### config.mk
export PLATFORM = sky130hd
export DESIGN_NAME = cbt_front
export DESIGN_NICKNAME = d
export VERILOG_FILES = /design/src/assert_macros.svh /design/src/cbt_pkg.sv /design/src/cbt_front.sv
export SDC_FILE = /design/constraint.sdc
export NUM_CORES = 1
export LEC_CHECK = 0
export BUFFER_PORTS_ARGS = -buffer_cell sky130_fd_sc_hd__buf_2
export CAP_MARGIN = 30
export CORE_MARGIN = 4
export CORE_UTILIZATION = 30
export CTS_BUF_LIST = sky130_fd_sc_hd__clkbuf_8
export DETAILED_ROUTE_END_ITERATION = 8
export SETUP_SLACK_MARGIN = 0.5
export SYNTH_ARGS = -nofsm -noshare
export SYNTH_HDL_FRONTEND = slang
export SYNTH_SLANG_ARGS = --single-unit
export TNS_END_PERCENT = 50
### constraint.sdc
create_clock -name clk_i -period 6.1 [get_ports clk_i]
set_input_delay 0 -clock clk_i [delete_from_list [all_inputs] [get_ports clk_i]]
set_output_delay 0 -clock clk_i [all_outputs]
set_load 0.03 [all_outputs]
### src/assert_macros.svh
// Assertion macros used by the top-level file; they sample on clk_i and are off during rst_ni.
`ifndef ASSERT_MACROS_SVH
`define ASSERT_MACROS_SVH

// prop holds at every clock edge
`define ASSERT_HOLDS(label, prop, msg) \
  label: assert property (@(posedge clk_i) disable iff (!rst_ni) (prop)) else $error(msg);

// when cond holds, prop holds at the next clock edge
`define ASSERT_NEXT(label, cond, prop, msg) \
  label: assert property (@(posedge clk_i) disable iff (!rst_ni) (cond) |=> (prop)) else $error(msg);

`endif

### src/cbt_pkg.sv
// Types, constants and helpers of the cubic Bezier tessellator.
`timescale 1ns / 1ps
package cbt_pkg;

  localparam int unsigned MAX_SEGMENTS = 64;
  localparam int unsigned COORD_W      = 16;
  localparam int unsigned FRAC_W       = 16;
  localparam int unsigned T_ONE        = 1 << FRAC_W;
  localparam int unsigned MIN_STEP     = (T_ONE + MAX_SEGMENTS - 1) / MAX_SEGMENTS;
  localparam int unsigned STEP_W       = FRAC_W + 1;
  localparam int unsigned STEP_RESET   = 4096;
  localparam int unsigned T_W          = FRAC_W + 2;
  // point * 2^48 plus cubic terms, all kept modulo 2^64
  localparam int unsigned ACC_W        = 3 * FRAC_W + COORD_W;
  localparam int unsigned DIGIT_W      = 16;
  localparam int unsigned NUM_DIGITS   = ACC_W / DIGIT_W;
  localparam int unsigned DIGIT_CNT_W  = $clog2(NUM_DIGITS);
  localparam int unsigned C1_W         = 19;
  localparam int unsigned C2_W         = 20;
  localparam int unsigned C3_W         = 19;
  localparam int unsigned QUEUE_DEPTH  = 2;
  localparam int unsigned Q_PTR_W      = $clog2(QUEUE_DEPTH);
  localparam int unsigned Q_CNT_W      = $clog2(QUEUE_DEPTH + 1);

  typedef logic signed [COORD_W-1:0] coord_t;
  typedef logic [COORD_W-1:0]        ucoord_t;
  typedef logic [STEP_W-1:0]         step_t;
  typedef logic [ACC_W-1:0]          acc_t;

  typedef struct packed {
    coord_t start_x;
    coord_t start_y;
    coord_t ctrl_a_x;
    coord_t ctrl_a_y;
    coord_t ctrl_b_x;
    coord_t ctrl_b_y;
    coord_t end_x;
    coord_t end_y;
  } in_item_t;

  typedef struct packed {
    coord_t seg_from_x;
    coord_t seg_from_y;
    coord_t seg_to_x;
    coord_t seg_to_y;
    logic   last_segment;
  } out_item_t;

  // power-basis coefficients of one axis, points in offset binary
  typedef struct packed {
    ucoord_t                  p0;
    ucoord_t                  p3;
    logic signed [C1_W-1:0]   c1;
    logic signed [C2_W-1:0]   c2;
    logic signed [C3_W-1:0]   c3;
  } lane_coef_t;

  typedef struct packed {
    lane_coef_t x;
    lane_coef_t y;
    step_t      step;
    logic       direct;
  } job_t;

  function automatic ucoord_t to_offset(coord_t v);
    return {~v[COORD_W-1], v[COORD_W-2:0]};
  endfunction

  function automatic coord_t from_offset(ucoord_t v);
    return {~v[COORD_W-1], v[COORD_W-2:0]};
  endfunction

endpackage

### src/cbt_front.sv
// Front end: step register, item intake, coefficient setup and step clamping.
`timescale 1ns / 1ps
module cbt_front import cbt_pkg::*; (
  input  logic     clk_i,
  input  logic     rst_ni,
  input  logic     in_valid_i,
  output logic     in_stall_o,
  input  in_item_t in_item_i,
  input  logic     cfg_valid_i,
  output logic     cfg_ready_o,
  input  step_t    cfg_data_i,
  input  logic     q_full_i,
  output logic     q_push_o,
  output job_t     q_job_o
);

  localparam int unsigned CALC_W = 21;

  step_t step_q;
  step_t step_eff;

  function automatic lane_coef_t make_coef(coord_t a, coord_t b, coord_t c, coord_t d);
    logic signed [CALC_W-1:0] e0;
    logic signed [CALC_W-1:0] e1;
    logic signed [CALC_W-1:0] e2;
    logic signed [CALC_W-1:0] e3;
    logic signed [CALC_W-1:0] s1;
    logic signed [CALC_W-1:0] s2;
    logic signed [CALC_W-1:0] s3;
    lane_coef_t               r;
    e0   = CALC_W'(to_offset(a));
    e1   = CALC_W'(to_offset(b));
    e2   = CALC_W'(to_offset(c));
    e3   = CALC_W'(to_offset(d));
    s1   = e1 - e0;
    s2   = e0 - (e1 <<< 1) + e2;
    s3   = e3 - e0 + ((e1 - e2) <<< 1) + (e1 - e2);
    r.p0 = to_offset(a);
    r.p3 = to_offset(d);
    r.c1 = C1_W'(s1 + (s1 <<< 1));
    r.c2 = C2_W'(s2 + (s2 <<< 1));
    r.c3 = C3_W'(s3);
    return r;
  endfunction

  assign cfg_ready_o = 1'b1;
  assign in_stall_o  = q_full_i;
  assign q_push_o    = in_valid_i && !q_full_i;

  always_comb begin
    priority if (step_q < STEP_W'(MIN_STEP)) begin
      step_eff = STEP_W'(MIN_STEP);
    end else if (step_q > STEP_W'(T_ONE)) begin
      step_eff = STEP_W'(T_ONE);
    end else begin
      step_eff = step_q;
    end
  end

  always_comb begin
    q_job_o.x      = make_coef(in_item_i.start_x, in_item_i.ctrl_a_x,
                               in_item_i.ctrl_b_x, in_item_i.end_x);
    q_job_o.y      = make_coef(in_item_i.start_y, in_item_i.ctrl_a_y,
                               in_item_i.ctrl_b_y, in_item_i.end_y);
    q_job_o.step   = step_eff;
    q_job_o.direct = (step_eff == STEP_W'(T_ONE));
  end

  always_ff @(posedge clk_i or negedge rst_ni) begin
    if (!rst_ni) begin
      step_q <= STEP_W'(STEP_RESET);
    end else if (cfg_valid_i) begin
      step_q <= cfg_data_i;
    end
  end

endmodule

[Word level (Yosys, flattened, before mapping)]
Cells that the tools add are included.
Operators by class
  $add $sub $neg: 18
  multiply operators: 0
  div/mod/pow operators: 0
  $lt $le $gt $ge: 2
  equality and inequality tests: 1
  shift operators: 0
  muxes and demuxes: 2
  bitwise operators: 8
  reductions and logical operators: 2
Operators with widths (number)
  subtractor 16 x 16 -> 17 bit: 6
  adder 17 x 18 -> 19 bit: 4
  adder 19 x 20 -> 20 bit: 2
  adder 18 x 17 -> 19 bit: 2
  adder 19 x 17 -> 19 bit: 2
  subtractor 16 x 17 -> 18 bit: 2
  2-to-1 mux 17 bit: 2
  == test 17 bit (second input constant): 1
  greater-than comparator 17 bit (second input constant): 1
  < comparator 17 x 11 -> 1 bit (second input constant): 1
  NOT 1 bit: 8
  logical AND 1 bit: 1
  zero test 1 bit: 1
Word-level totals
  bits in registers: 17
  bits in latches: 0
  RAM bits: 0
  memory bits (read-only): 0
  bits of input ports: 150
  output and inout bits: 201
  memories: 0

[Depth between registers and ports, before layout]
  word-level depth: 4
  gate-level depth with buffers: 26
  gate-level depth less buffers: 26

[Worst setup path after synthesis]
No wires, ideal clock.
  kind: input to output
  start: in in_item_i[97] (netlist name)
  end: out q_job_o[55] (netlist name)
  arrival time: 4699 ps
  slack: 1401 ps
  stages on the path: 23
  buffers on the path: 0
  path through: inv_1 -> ha_1 -> fa_1 -> nor2b_1 -> o21ai_1 -> a21oi_1 -> o41ai_1 -> o21bai_1 -> xor2_1 -> ha_1 -> o2111ai_1 -> o21ai_1 -> nor4_1 -> or3_1 -> xnor2_1 -> ha_1 -> and3_1 -> a221o_1 -> a21o_1 -> a21oi_1 -> o21ai_1 -> xnor2_1 -> xnor2_1
RTL lines
  start, declared: RTL line cbt_front.sv:8  | input in_item_t in_item_i,
  end, declared: RTL line cbt_front.sv:14  | output job_t q_job_o

==> impl_metrics.ini <==
[critical_path]
critPathKind = input pin to primary output
path_buf_inv = 3
crit_arrival_ns = 5.21
crit_top_cell = a21oi_1
end_kind = primary output
critPathLaunchType = input pin
critPathSlowestCell = fa_1
max_stage_delay_ns = 0.42
cpLargestDelayFamily = compound AO/OA/AOI/OAI gates
cp.required_ns = 6.10
cp_max_fo = 5

[drt]
post_drt_via_cell_ratio = 4.98
first_pass_iters = 5
postRouteAntennaNets = 0
drc = 0
num_vias = 13500
post_drt_wl_per_cell_um = 15.6
wirelength_mm = 42.1
drtIter0Drc = 561

[power_and_ir_drop]
clockPowerShare_pct = 0.9
ir_worst_vdd_uv = 404
fin_total_pwr_mw = 8.84
cell_internal_pwr_mw = 3.09
pwr-share-seq_pct = 1.5
p_sw_share_pct = 65.1
power_density_nw_per_um2 = 563
p_sw_mw = 5.76
power_frac_comb_pct = 97.5
leakage_nw = 7.99

[logic_synthesis]
dominantRegCellSynth = dfrtp_1
syn_inst = 1813
synth_area_um2 = 13400
synth_area_leaders = ha_1 24%, xnor2_1 10%, fa_1 7.1%, inv_1 6.7%, a21oi_1 4.5%
synth_edf_count = 0
synth_top_area_share_pct = 24.4
syn_area_per_cell_um2 = 7.42
synth_cell_type_count = 70
yosysTopAreaCell = ha_1
yosysWarnings = 0
ys_ff_latch = 17
synth_seq_area_share_pct = 3.17
yosysMostFrequentCell = ha_1
syn-num-nets = 2273
synthArstFlopShare_pct = 100
synth_common_cells = 262 x ha_1, 239 x inv_1, 160 x xnor2_1, 154 x nor2_1, 120 x a21oi_1

[min_path]
hp-class = input pin to asynchronous set/reset pin

[floorplanning]
start_util_pct = 30.4
pin_count = 351
die_w_um = 220
fp-row-count = 77
core_um2 = 44200
die_area_um2 = 48300
die_h_um = 220

[grt]
grt_overflow = 0
gr-usage-all-layers_pct = 16.5
grt_start_max_net_pins = 18
grt_pass1_vias = 13500
antenna_found_initial = 13
grt_pass1_wl_mm = 65.6

[placed_design]
io_buffers = 349
dp.final_hpwl_mm = 37.8
gp_congestion = 0.880
place_inst = 2684
postPlaceCellArea_um2 = 15400

[layout]
reg_top3 = step_q x17
drive_gt1_share_pct = 18.4
largest_reg_flops = 17
stdcell_count = 2708
largest-register = step_q
area_growth_pct = 16.7
post-route-util_pct = 35.5
final_area_um2 = 15700
final_net_count = 2575

[flow_run]
drv_cap = 0

[timing]
finalHoldViolCount = 0
worst_slew_pin_slew_ns = 0.880
fmaxAchievable_mhz = 192
worst_clock_skew_ns = 0
finalSetupViolations = 0
maxSlewHeadroom_pct = 40.6
rsz0062_at_grt = false
fin_crit_ns = 5.21
slew_viol_final = 0
fin_setup_tns_ns = 0
fin_crit_sh_pct = 85.5

[clocking]
cts_buffers = 3
clkTransAtPathRegs_ns = 0.06
cts_tree = built
post_cts_buffers = 0
cts_buffer_depth = 2
clock_latency_ns = 0.25
clock-sinks = 17
cts_root_buf = clkbuf_8
cts_htree_levels = 1

[status]
run_status = complete, no violations
[layout make-up]
cell class	count	area (um2)
antenna	2	5.00
clock buffer	3	41.3
clock inverter	1	3.75
tap	592	741
fill	4698	28500
multi-input combinational	1487	11700
sequential	17	427
inverter	239	897
timing repair buffer	367	1930
[cells in the final DEF (no fill, tap or decap), types with 10 or more instances in the layout]
master	instances
nand2b_1	25
and2_1	28
nor2_1	154
xnor2_1	160
buf_2	349
dlygate4sd3_1	18
a21o_1	37
inv_1	240
a21oi_1	120
o21ai_1	61
o211ai_1	22
o21bai_1	12
and3_1	19
o21a_1	24
nor3_1	54
nor2b_1	47
dfrtp_1	16
or3_1	22
a31oi_1	10
a211oi_1	10
o21ai_0	54
a21boi_1	12
nand2_1	94
mux2_2	18
nand3_1	31
xor2_1	48
fa_1	48
ha_1	262
[worst paths after layout]
check | start | end | slack (ns) | depth (start not counted)
setup / recovery | in_item_i[113] | q_job_o[145] | 0.89 | 28
hold / removal | rst_ni | step_q[14] | 0.20 | 2
setup reg to reg | step_q[16] | step_q[16] | 5.18 | 1
hold reg to reg | step_q[7] | step_q[7] | 0.54 | 1
max in group asynchronous | rst_ni | step_q[12] | 5.59 | 2
min in group clk_i | in_item_i[113] | q_job_o[183] | 0.27 | 2
[cells by family after synthesis]
group / share of synthesized area, %
other: 0.0279
adders and majority gates: 31.5
buffers and inverters: 10.4
xor gates and xnor gates: 13.5
and+or+nand+nor: 18.3
DFF: 3.17
muxes: 1.73
AOI/OAI and AO/OA: 21.3
[per-layer routing]
layer,GRT usage [%],vias up,wire length [um]
met5,0,-,115
met4,2.05,20,512
met3,2.36,53,2510
met2,32.6,321,21700
met1,19.1,6253,17300
li1,-,6841,-
[power groups by stage]
stage                     registers (mW)  clock network (mW)  logic, mW
after floorplan                    0.132                   0       6.32
after global placement             0.136                   0       8.61
after detailed placement           0.137                   0       8.69
after CTS                          0.135              0.0829       8.75
after global routing               0.137              0.0901       9.42
final                              0.136              0.0816       8.63
[metrics by stage]
stage / setup WS [ns] / hold slack, ns
after global routing: 0.502 / 0.244
after detailed placement: 0.672 / -0.0615
after global placement: 0.659 / -0.0626
after floorplan: 1.40 / -0.296
final: 0.885 / 0.197
after CTS: 0.627 / 0.199
[what timing repair did]
action	4_1_cts	5_1_grt
hold endpoints to repair	34	0
gates resized for setup	0	4
hold buffers	18	0
setup endpoints to repair	0	3
Note: power is estimated with default switching activity, not from simulation.
