--- src/assert_macros.svh ---
// Assertion macros used by the top-level file; they sample on clk_i and are off during rst_ni.
`ifndef ASSERT_MACROS_SVH
`define ASSERT_MACROS_SVH

// prop holds at every clock edge
`define ASSERT_HOLDS(label, prop, msg) \
  label: assert property (@(posedge clk_i) disable iff (!rst_ni) (prop)) else $error(msg);

// when cond holds, prop holds at the next clock edge
`define ASSERT_NEXT(label, cond, prop, msg) \
  label: assert property (@(posedge clk_i) disable iff (!rst_ni) (cond) |=> (prop)) else $error(msg);

`endif

--- src/cbt_pkg.sv ---
// Types, constants and helpers of the cubic Bezier tessellator.
`timescale 1ns / 1ps
package cbt_pkg;

  localparam int unsigned MAX_SEGMENTS = 64;
  localparam int unsigned COORD_W      = 16;
  localparam int unsigned FRAC_W       = 16;
  localparam int unsigned T_ONE        = 1 << FRAC_W;
  localparam int unsigned MIN_STEP     = (T_ONE + MAX_SEGMENTS - 1) / MAX_SEGMENTS;
  localparam int unsigned STEP_W       = FRAC_W + 1;
  localparam int unsigned STEP_RESET   = 4096;
  localparam int unsigned T_W          = FRAC_W + 2;
  // point * 2^48 plus cubic terms, all kept modulo 2^64
  localparam int unsigned ACC_W        = 3 * FRAC_W + COORD_W;
  localparam int unsigned DIGIT_W      = 16;
  localparam int unsigned NUM_DIGITS   = ACC_W / DIGIT_W;
  localparam int unsigned DIGIT_CNT_W  = $clog2(NUM_DIGITS);
  localparam int unsigned C1_W         = 19;
  localparam int unsigned C2_W         = 20;
  localparam int unsigned C3_W         = 19;
  localparam int unsigned QUEUE_DEPTH  = 2;
  localparam int unsigned Q_PTR_W      = $clog2(QUEUE_DEPTH);
  localparam int unsigned Q_CNT_W      = $clog2(QUEUE_DEPTH + 1);

  typedef logic signed [COORD_W-1:0] coord_t;
  typedef logic [COORD_W-1:0]        ucoord_t;
  typedef logic [STEP_W-1:0]         step_t;
  typedef logic [ACC_W-1:0]          acc_t;

  typedef struct packed {
    coord_t start_x;
    coord_t start_y;
    coord_t ctrl_a_x;
    coord_t ctrl_a_y;
    coord_t ctrl_b_x;
    coord_t ctrl_b_y;
    coord_t end_x;
    coord_t end_y;
  } in_item_t;

  typedef struct packed {
    coord_t seg_from_x;
    coord_t seg_from_y;
    coord_t seg_to_x;
    coord_t seg_to_y;
    logic   last_segment;
  } out_item_t;

  // power-basis coefficients of one axis, points in offset binary
  typedef struct packed {
    ucoord_t                  p0;
    ucoord_t                  p3;
    logic signed [C1_W-1:0]   c1;
    logic signed [C2_W-1:0]   c2;
    logic signed [C3_W-1:0]   c3;
  } lane_coef_t;

  typedef struct packed {
    lane_coef_t x;
    lane_coef_t y;
    step_t      step;
    logic       direct;
  } job_t;

  function automatic ucoord_t to_offset(coord_t v);
    return {~v[COORD_W-1], v[COORD_W-2:0]};
  endfunction

  function automatic coord_t from_offset(ucoord_t v);
    return {~v[COORD_W-1], v[COORD_W-2:0]};
  endfunction

endpackage

--- src/cbt_queue.sv ---
// Short job queue between the front and back ends.
`timescale 1ns / 1ps
module cbt_queue import cbt_pkg::*; (
  input  logic clk_i,
  input  logic rst_ni,
  input  logic push_i,
  input  job_t data_i,
  output logic full_o,
  input  logic pop_i,
  output job_t data_o,
  output logic empty_o
);

  job_t               mem_q [QUEUE_DEPTH];
  logic [Q_PTR_W-1:0] wr_ptr_q;
  logic [Q_PTR_W-1:0] rd_ptr_q;
  logic [Q_CNT_W-1:0] cnt_q;

  assign full_o  = (cnt_q == Q_CNT_W'(QUEUE_DEPTH));
  assign empty_o = (cnt_q == '0);
  assign data_o  = mem_q[rd_ptr_q];

  function automatic logic [Q_PTR_W-1:0] ptr_inc(logic [Q_PTR_W-1:0] p);
    return (p == Q_PTR_W'(QUEUE_DEPTH - 1)) ? '0 : p + 1'b1;
  endfunction

  always_ff @(posedge clk_i or negedge rst_ni) begin
    if (!rst_ni) begin
      wr_ptr_q <= '0;
      rd_ptr_q <= '0;
      cnt_q    <= '0;
    end else begin
      if (push_i) begin
        wr_ptr_q <= ptr_inc(wr_ptr_q);
      end
      if (pop_i) begin
        rd_ptr_q <= ptr_inc(rd_ptr_q);
      end
      if (push_i && !pop_i) begin
        cnt_q <= cnt_q + 1'b1;
      end else if (pop_i && !push_i) begin
        cnt_q <= cnt_q - 1'b1;
      end
    end
  end

  always_ff @(posedge clk_i) begin
    if (push_i) begin
      mem_q[wr_ptr_q] <= data_i;
    end
  end

endmodule

--- config.mk ---
export PLATFORM = sky130hd
export DESIGN_NAME = cbt_queue
export DESIGN_NICKNAME = d
export VERILOG_FILES = /design/src/assert_macros.svh /design/src/cbt_pkg.sv /design/src/cbt_queue.sv
export SDC_FILE = /design/constraint.sdc
export NUM_CORES = 1
export LEC_CHECK = 0
export BUFFER_PORTS_ARGS = -buffer_cell sky130_fd_sc_hd__buf_2
export CAP_MARGIN = 10
export CORE_MARGIN = 3
export CORE_UTILIZATION = 56
export CTS_CLUSTER_DIAMETER = 60
export DETAILED_ROUTE_END_ITERATION = 10
export PLACE_DENSITY = 0.84
export SLEW_MARGIN = 20
export SYNTH_ARGS = -nofsm -noshare
export SYNTH_HDL_FRONTEND = slang
export SYNTH_SLANG_ARGS = --single-unit
--- constraint.sdc ---
create_clock -name clk_i -period 26.6 [get_ports clk_i]
set_input_delay 1.33 -clock clk_i [delete_from_list [all_inputs] [get_ports clk_i]]
set_output_delay 1.33 -clock clk_i [all_outputs]
set_load 0.05 [all_outputs]
Yosys cells after proc, flatten, opt, wreduce, memory -nomap -nowiden
Memories as Yosys holds them, arrays and structs flattened.
Cells that the tools add are included.
Widths: inputs -> output; s select.
- register bits after elaboration: 4
- bits in latches: 0
- RAM bits: 396
- bits in read-only memories: 0
- bits of input ports: 202
- output and inout bits: 200
- word-level logic and storage cells: 21
- memories kept: 1
- $add $sub $neg: 4
- multipliers: 0
- div/mod/pow operators: 0
- $lt $le $gt $ge: 0
- equal/unequal tests: 1
- shifts and indexed selects: 0
- mux-type cells: 6
- bitwise logic cells: 0
- reduce and logical (&&, ||, !) cells: 6
- memory list (memory ; words ; width ; rd ports ; clocked after memory_dff ; write ports ; line ; RTL):
    mem_q ; 2 ; 198 ; 1 ; 0 ; 1 ; cbt_queue.sv:14 ; job_t mem_q [QUEUE_DEPTH];
- operator list (operator ; count):
    $mux 1 ; 4
    $mux 2 ; 2
    $add 1x1->1 const B ; 2
    $add 2x1->2 const B ; 1
    $eq 2x2->1 const B ; 1
    $logic_and 1x1->1 ; 2
    $logic_not 1->1 ; 2
    $logic_not 2->1 ; 1
    $reduce_bool 2->1 ; 1
    $sub 2x1->2 const B ; 1

Depth between registers and ports, before layout
Gate-level depths: netlist (run 1).
- depth in word-level cells: 4
- depth in mapped cells: 5

Least setup slack after synthesis (run 1)
OpenSTA, ideal clock, no wires.
- path type: input -> register
- start: input port push_i
- end: memory mem_q[0][0] (netlist name) (enable)
- library setup time: 783 ps
- arrival time: 9868 ps
- data required time: 25817 ps
- slack: 15949 ps
- stages: 1
- path buffers: 0
- cell sequence: nor2b_1
- word-level cells in the longest chain between the ends: 2
- RTL lines (element ; line ; RTL):
    from (decl) ; cbt_queue.sv:6 ; input logic push_i,
    $mux 1 ; cbt_queue.sv:48 ; if (push_i) begin
    $mux 1 (implied by the code) ; cbt_queue.sv:49 ; mem_q[wr_ptr_q] <= data_i;
    to (decl) ; cbt_queue.sv:14 ;
No other way between the ends.

==> results of run 1 <==
## cells by family (layout without fill, tap and decap cells)
kind of cell,after synthesis,count (layout),share of synthesized area (%)
and+or+nand+nor,5,5,0.177
adders and majority gates,1,1,0.0841
buffers and inverters,23,483,1.35
DFF,400,400,80.6
xor gates and xnor gates,5,5,0.294
other,0,8,0
muxes,198,198,17.5
## path summary, 6_finish.rpt
| path | slack [ns] | to |
|---|---|---|
| worst max-delay path | 21.84 | data_o[58] |
| worst max register to register | 24.09 | mem_q[0][84] |
| worst min register to register | 0.50 | cnt_q[1] |
| max in group asynchronous | 25.82 | rd_ptr_q |
| min in group asynchronous | 0.63 | cnt_q[1] |
| worst min-delay path | 0.50 | cnt_q[1] |
## cells in the mapped netlist
master / n
inv_1: 1
mux2_4: 100
dfrtp_1: 4
edfxtp_1: 396
nor2b_1: 2
nor2_1: 2
ha_1: 1
xor2_1: 4
and2_1: 1
mux2_2: 98
buf_2: 8
buf_6: 14
xnor2_1: 1
## routing by layer
metal	global-route usage (%)	vias to the layer above	share of wire, %
met3	7.10	69	10
met5	0	-	0.21
met1	23.8	3598	36
met4	7.48	10	3.0
met2	34.9	400	50
li1	-	3401	-
## worst max-delay path, delay by kind of cell (launching register included)
kind | cells | cell delay (ns)
multiplexers | 1 | 0.37
flip-flops | 1 | 0.57
buffers and inverters | 3 | 1.87
## power by group through the flow
stage               clock, mW  combinational, mW  sequential (mW)
finish                  0.522              0.983            0.874
global route            0.561               1.02            0.884
detailed placement          0              0.986            0.887
global placement            0              0.978            0.880
CTS                     0.534              0.989            0.876
floorplan                   0              0.811            0.904
## metrics by stage
stage	hold WS [ns]	util, %
floorplan	0.455	-
global placement	0.471	65.9
detailed placement	0.481	65.9
CTS	0.495	70.7
global route	0.526	70.9
finish	0.501	70.9
## sequential cells by signal, indices dropped and copies added (netlist names)
name      cells
cnt_q         2
mem_q       396
wr_ptr_q      1
rd_ptr_q      1
## cell type report
type	instances	area [um^2]
well taps	335	419
fillers	1575	7590
clock buffers	49	1080
diodes	8	20.0
multi-input cells	209	2700
flip-flops and latches	400	12000
inverters	1	3.75
repair buffers	410	2090
clock inverters	23	164
==> impl_metrics.tcl, run 1 <==
set metrics [dict create \
    worstSetupPathType "reg2out" \
    whs_path_depth 1 \
    htreeDepth 2 \
    dieArea_um2 28600 \
    grt_pass1_wl_um 44000 \
    grt_start_max_net_pins 78 \
    postCtsSetupRepairBufs 0 \
    syn_to_final_growth_pct 24.1 \
    initial_utilization_pct 57.1 \
    drtAntennaViolNets 0 \
    dp_cells 1354 \
    crit_path_frequent_cell "buf_4" \
    crit_path_end_kind "primary output" \
    pin_count 402 \
    numCtsBuffers 40 \
    clkLatencyLatePin_ns 0.51 \
    required_ns 25.27 \
    synthDominantCellAreaShare_pct 79.9 \
    yosys_warnings 0 \
    dr.pass1.iters 5 \
    finalCritPeriodShare_pct 17.9 \
    clk_pin_slew_ns 0.06 \
    relSlewSlack_pct 30.9 \
    startpoint_type "flop" \
    finalClockSkew_ns 0.00600 \
    post-route-min-period_ns 4.76 \
    vias 7478 \
    p_total_mw 2.38 \
    wl_um 30300 \
    cp.arrival_ns 3.43 \
    crit_chain "buf_4 > buf_4 > mux2_4 > buf_2" \
    gp_congestion 0.818 \
    placed_area_um2 17200 \
    layout.nets 1265 \
    hpwl_um 20900 \
    rsz0062_at_grt "no" \
    die_y_um 169 \
    core_um2 26100 \
    worstMarginPinSlew_ns 1.04 \
    maxSlewViolCount 0 \
    root_buffer "clkbuf_16" \
    num_rows 59 \
    layout_commonest_cell "buf_2" \
    power.leakage_nw 7.25 \
    syn_nets 835 \
    grt_pass1_vias 7697 \
    max_freq_mhz 210 \
    clkSinkCount 400 \
    ctsResizeCount 0 \
    die_x_um 169 \
    powerDensity_nw_per_um2 129 \
    cpPeakStageDelay_ns 0.83 \
    status "completed" \
    seq_area_frac_synth_pct 80.6 \
    vdd_drop_max_mv 0.110 \
    clkPwrFrac_pct 21.9 \
    final_cell_mix "buf_2, edfxtp_1, mux2_4" \
    drive_above_1_share_pct 60.9 \
    ys_seq_elements 400 \
    syn_avg_cell_area_um2 23.5 \
    grt_overflow_total 0 \
    syn_inst 632 \
    wl_per_cell_um 21.1 \
    port-buffer-count 401 \
    cp_slowest_cell "buf_4" \
    p_int_mw 1.43 \
    worstReg2RegStart "wr_ptr_q" \
    antenna_found_initial 12 \
    synth_area_leaders "edfxtp_1, mux2_4, mux2_2" \
    cts_hold_buf 0 \
    dp_slack_ns 22.41 \
    route.detailed.drc 0 \
    swShare_pct 39.9 \
    hold_class "reg2reg" \
    switching_power_mw 0.949 \
    fin_setup_tns_ns 0 \
    final_area_um2 18500 \
    combPwrFrac_pct 41.3 \
    crit_fanout 65 \
    synthDistinctLibCells 13 \
    r2r_cells 3 \
    finalHoldViolCount 0 \
    cts_buffer_depth 3 \
    seq_power_share_pct 36.7 \
    critPathLaunch "rd_ptr_q" \
    cts_tree "done" \
    synth.cell_area_um2 14900 \
    fin_ws_ns 21.84 \
    track_usage_pct 20.3 \
    maxCapViolCount 0 \
    detail_route.vias_per_cell 5.21 \
    synth_top_area_cell "edfxtp_1" \
    stdcell_count 1435 \
    setup_violations 0 \
    hp-start "cnt_q[1]" \
    drt_iter0_drc 580 \
]
No activity file was read; power rests on OpenSTA's default activity.
==> run 2, diff against run 1 <==
ABC_AREA = 1   (was default)
CORE_UTILIZATION = 52   (was 56)
PLACE_DENSITY = 0.79   (was 0.84)
clock period = 4.6 ns   (was 26.6 ns; I/O delays follow)
==> run 2 against run 1 <==
Compared with the run above: clock power rose to 5.5 times the previous value; highest routed layer unchanged; routed wire length up 19%; largest power group unchanged; final cell count up 17%.
==> impl_metrics.tcl, run 2 <==
set metrics [dict create \
    status "completed" \
    synth_area_leaders "edfxtp_1, mux2_4, mux2_2" \
    largest_register_ffs 396 \
    dp_slack_ns 2.37 \
    synthDistinctLibCells 14 \
    syn_to_final_growth_pct 37.5 \
    wl_per_cell_um 21.5 \
    fin_setup_tns_ns 0 \
    grt_pass1_vias 9275 \
    finalHoldViolCount 0 \
    hpwl_um 19900 \
    finalClockSkew_ns 0.0148 \
    layout.nets 1473 \
    cts_buffer_depth 3 \
    core_um2 28000 \
    track_usage_pct 23.1 \
    max_freq_mhz 363 \
    synthDominantCellAreaShare_pct 79.8 \
    vdd_drop_max_mv 0.402 \
    synth_top_family_by_area "multiplexers" \
    syn_nets 844 \
    grt_overflow_total 0 \
    synthSimpleGateAreaFrac_pct 0.277 \
    maxCapViolCount 0 \
    grt_pass1_wl_um 54400 \
    clkLatencyLatePin_ns 0.51 \
    detail_route.vias_per_cell 5.06 \
    initial_utilization_pct 53.2 \
    ys_seq_elements 400 \
    wl_um 36000 \
    fin_ws_ns 1.85 \
    postSynth.asyncResetShare_pct 1.00 \
    clk_pin_slew_ns 0.06 \
    drive_above_1_share_pct 50.8 \
    vias 8496 \
    hold_class "in2async" \
    powerDensity_nw_per_um2 678 \
    reg.largest.list "mem_q: 396 flops, cnt_q: 2 flops" \
    dieArea_um2 30700 \
    maxSlewViolCount 0 \
    synthFlopType "edfxtp_1" \
    crit_fanout 74 \
    final_cell_mix "buf_2, edfxtp_1, dlygate4sd3_1" \
    synth.cell_area_um2 14900 \
    placed_area_um2 17300 \
    layout_commonest_cell "buf_2" \
    drt_iter0_drc 593 \
    cp.arrival_ns 2.52 \
    die_y_um 175 \
    dr.pass1.iters 5 \
    worstReg2RegStart "wr_ptr_q" \
    synthXorXnorAreaFrac_pct 0.176 \
    rsz0062_at_grt "no" \
    port-buffer-count 401 \
    pin_count 402 \
    critPathLaunch "rd_ptr_q" \
    root_buffer "clkbuf_16" \
    post-route-min-period_ns 2.75 \
    post-route-util_pct 73.2 \
    synth_top_area_cell "edfxtp_1" \
    drtAntennaViolNets 0 \
    ctsResizeCount 0 \
    seq_area_frac_synth_pct 80.5 \
    relSlewSlack_pct 38.1 \
    synth_most_common_cell "edfxtp_1" \
    syn_inst 641 \
    synthTopCellsByCount "edfxtp_1, mux2_4, mux2_2, buf_6, buf_2" \
    finalCritPeriodShare_pct 59.9 \
    worstMarginPinSlew_ns 0.926 \
    grt_start_max_net_pins 111 \
    clkSinkCount 400 \
    numCtsBuffers 40 \
    required_ns 4.37 \
    startpoint_type "flop" \
    route.detailed.drc 0 \
    power.leakage_nw 8.08 \
    ff_latch_area_um2 12000 \
    fill_cells 1553 \
    yosys.area_share.adder_pct 0.0840 \
    synthMuxAreaShare_pct 17.5 \
    final_area_um2 20500 \
    syn_avg_cell_area_um2 23.2 \
    num_rows 61 \
    setup_violations 0 \
    multiInputGateArea_um2 2690 \
    synth_compound_area_share_pct 0 \
    hold_ws_ns 0.0715 \
    yosys_warnings 0 \
    antenna_found_initial 5 \
    regMostFlops "mem_q" \
    die_x_um 175 \
    htreeDepth 2 \
    cts_tree "done" \
    worstSetupPathType "reg2out" \
    crit_path_end_kind "primary output" \
    gp_congestion 0.747 \
    synth-edff-count 396 \
]
-- run 2: cell count changes in the layout (fill, tap and decap cells not counted), sizes merged, moves of 2 or more --
cell and change:
buf -2, bufinv -2, clkbuf +6, clkinv -3, clkinvlp -3, diode -4, dlygate4sd3 +201, inv +4
nand2 +5, nor2b -2, xor2 -2
-- run 2: through the flow --
stage,instances,power (mW)
after detailed placement,1405,10.9
after floorplan,641,9.79
after CTS,1674,13.9
after global routing,1678,14.4
after global placement,1405,10.8
final,1678,13.9
-- run 2: cells by family after synthesis --
logic type / Yosys count
muxes: 198
adders and majority gates: 1
and+or+nand+nor: 10
buffers and inverters: 29
xor gates and xnor gates: 3
DFF: 400
-- run 2: path summary, 6_finish.rpt --
path | cells past startpoint | slack, ns | to
min in group clk_i | 2 | 0.44 | mem_q[1][11]
max in group asynchronous | 2 | 4.39 | rd_ptr_q
worst max register to register | 3 | 2.38 | mem_q[1][152]
worst max-delay path | 3 | 1.85 | data_o[11]
worst min-delay path | 2 | 0.07 | rd_ptr_q
worst min register to register | 1 | 0.55 | wr_ptr_q
-- run 2: what timing repair did --
action,CTS,global route
buffers inserted,0,0
hold buffers,201,0
endpoints found under the hold margin,402,0
-- run 2: metal layers --
layer | vias up | global-route usage, % | wire [um]
li1 | 3807 | - | -
met5 | - | 0 | 12
met3 | 69 | 6.14 | 2970
met2 | 427 | 42.9 | 19400
met4 | 2 | 6.45 | 887
met1 | 4191 | 26.2 | 12700
-- run 2: report_power, final --
part / switching (mW) / leakage [nW] / internal [mW]
Sequential: 0.272 / 3.76 / 4.84
Combinational: 4.12 / 3.75 / 1.77
Clock: 1.24 / 0.565 / 1.65
-- run 2: final cells by class --
cell class / instances / share of cell area [%]
clock inverters: 13 / 0.281
flip-flops and latches: 400 / 58.5
well taps: 378 / 2.31
inverters: 7 / 0.147
repair buffers: 609 / 20.2
diodes: 4 / 0.0488
clock buffers: 55 / 5.31
multi-input cells: 212 / 13.1
-- run 2: critical path, cell delays in order (launching register included) --
cell and delay (ns):
dfrtp_4 0.81, buf_12 0.47, mux2_2 0.40, buf_2 0.22
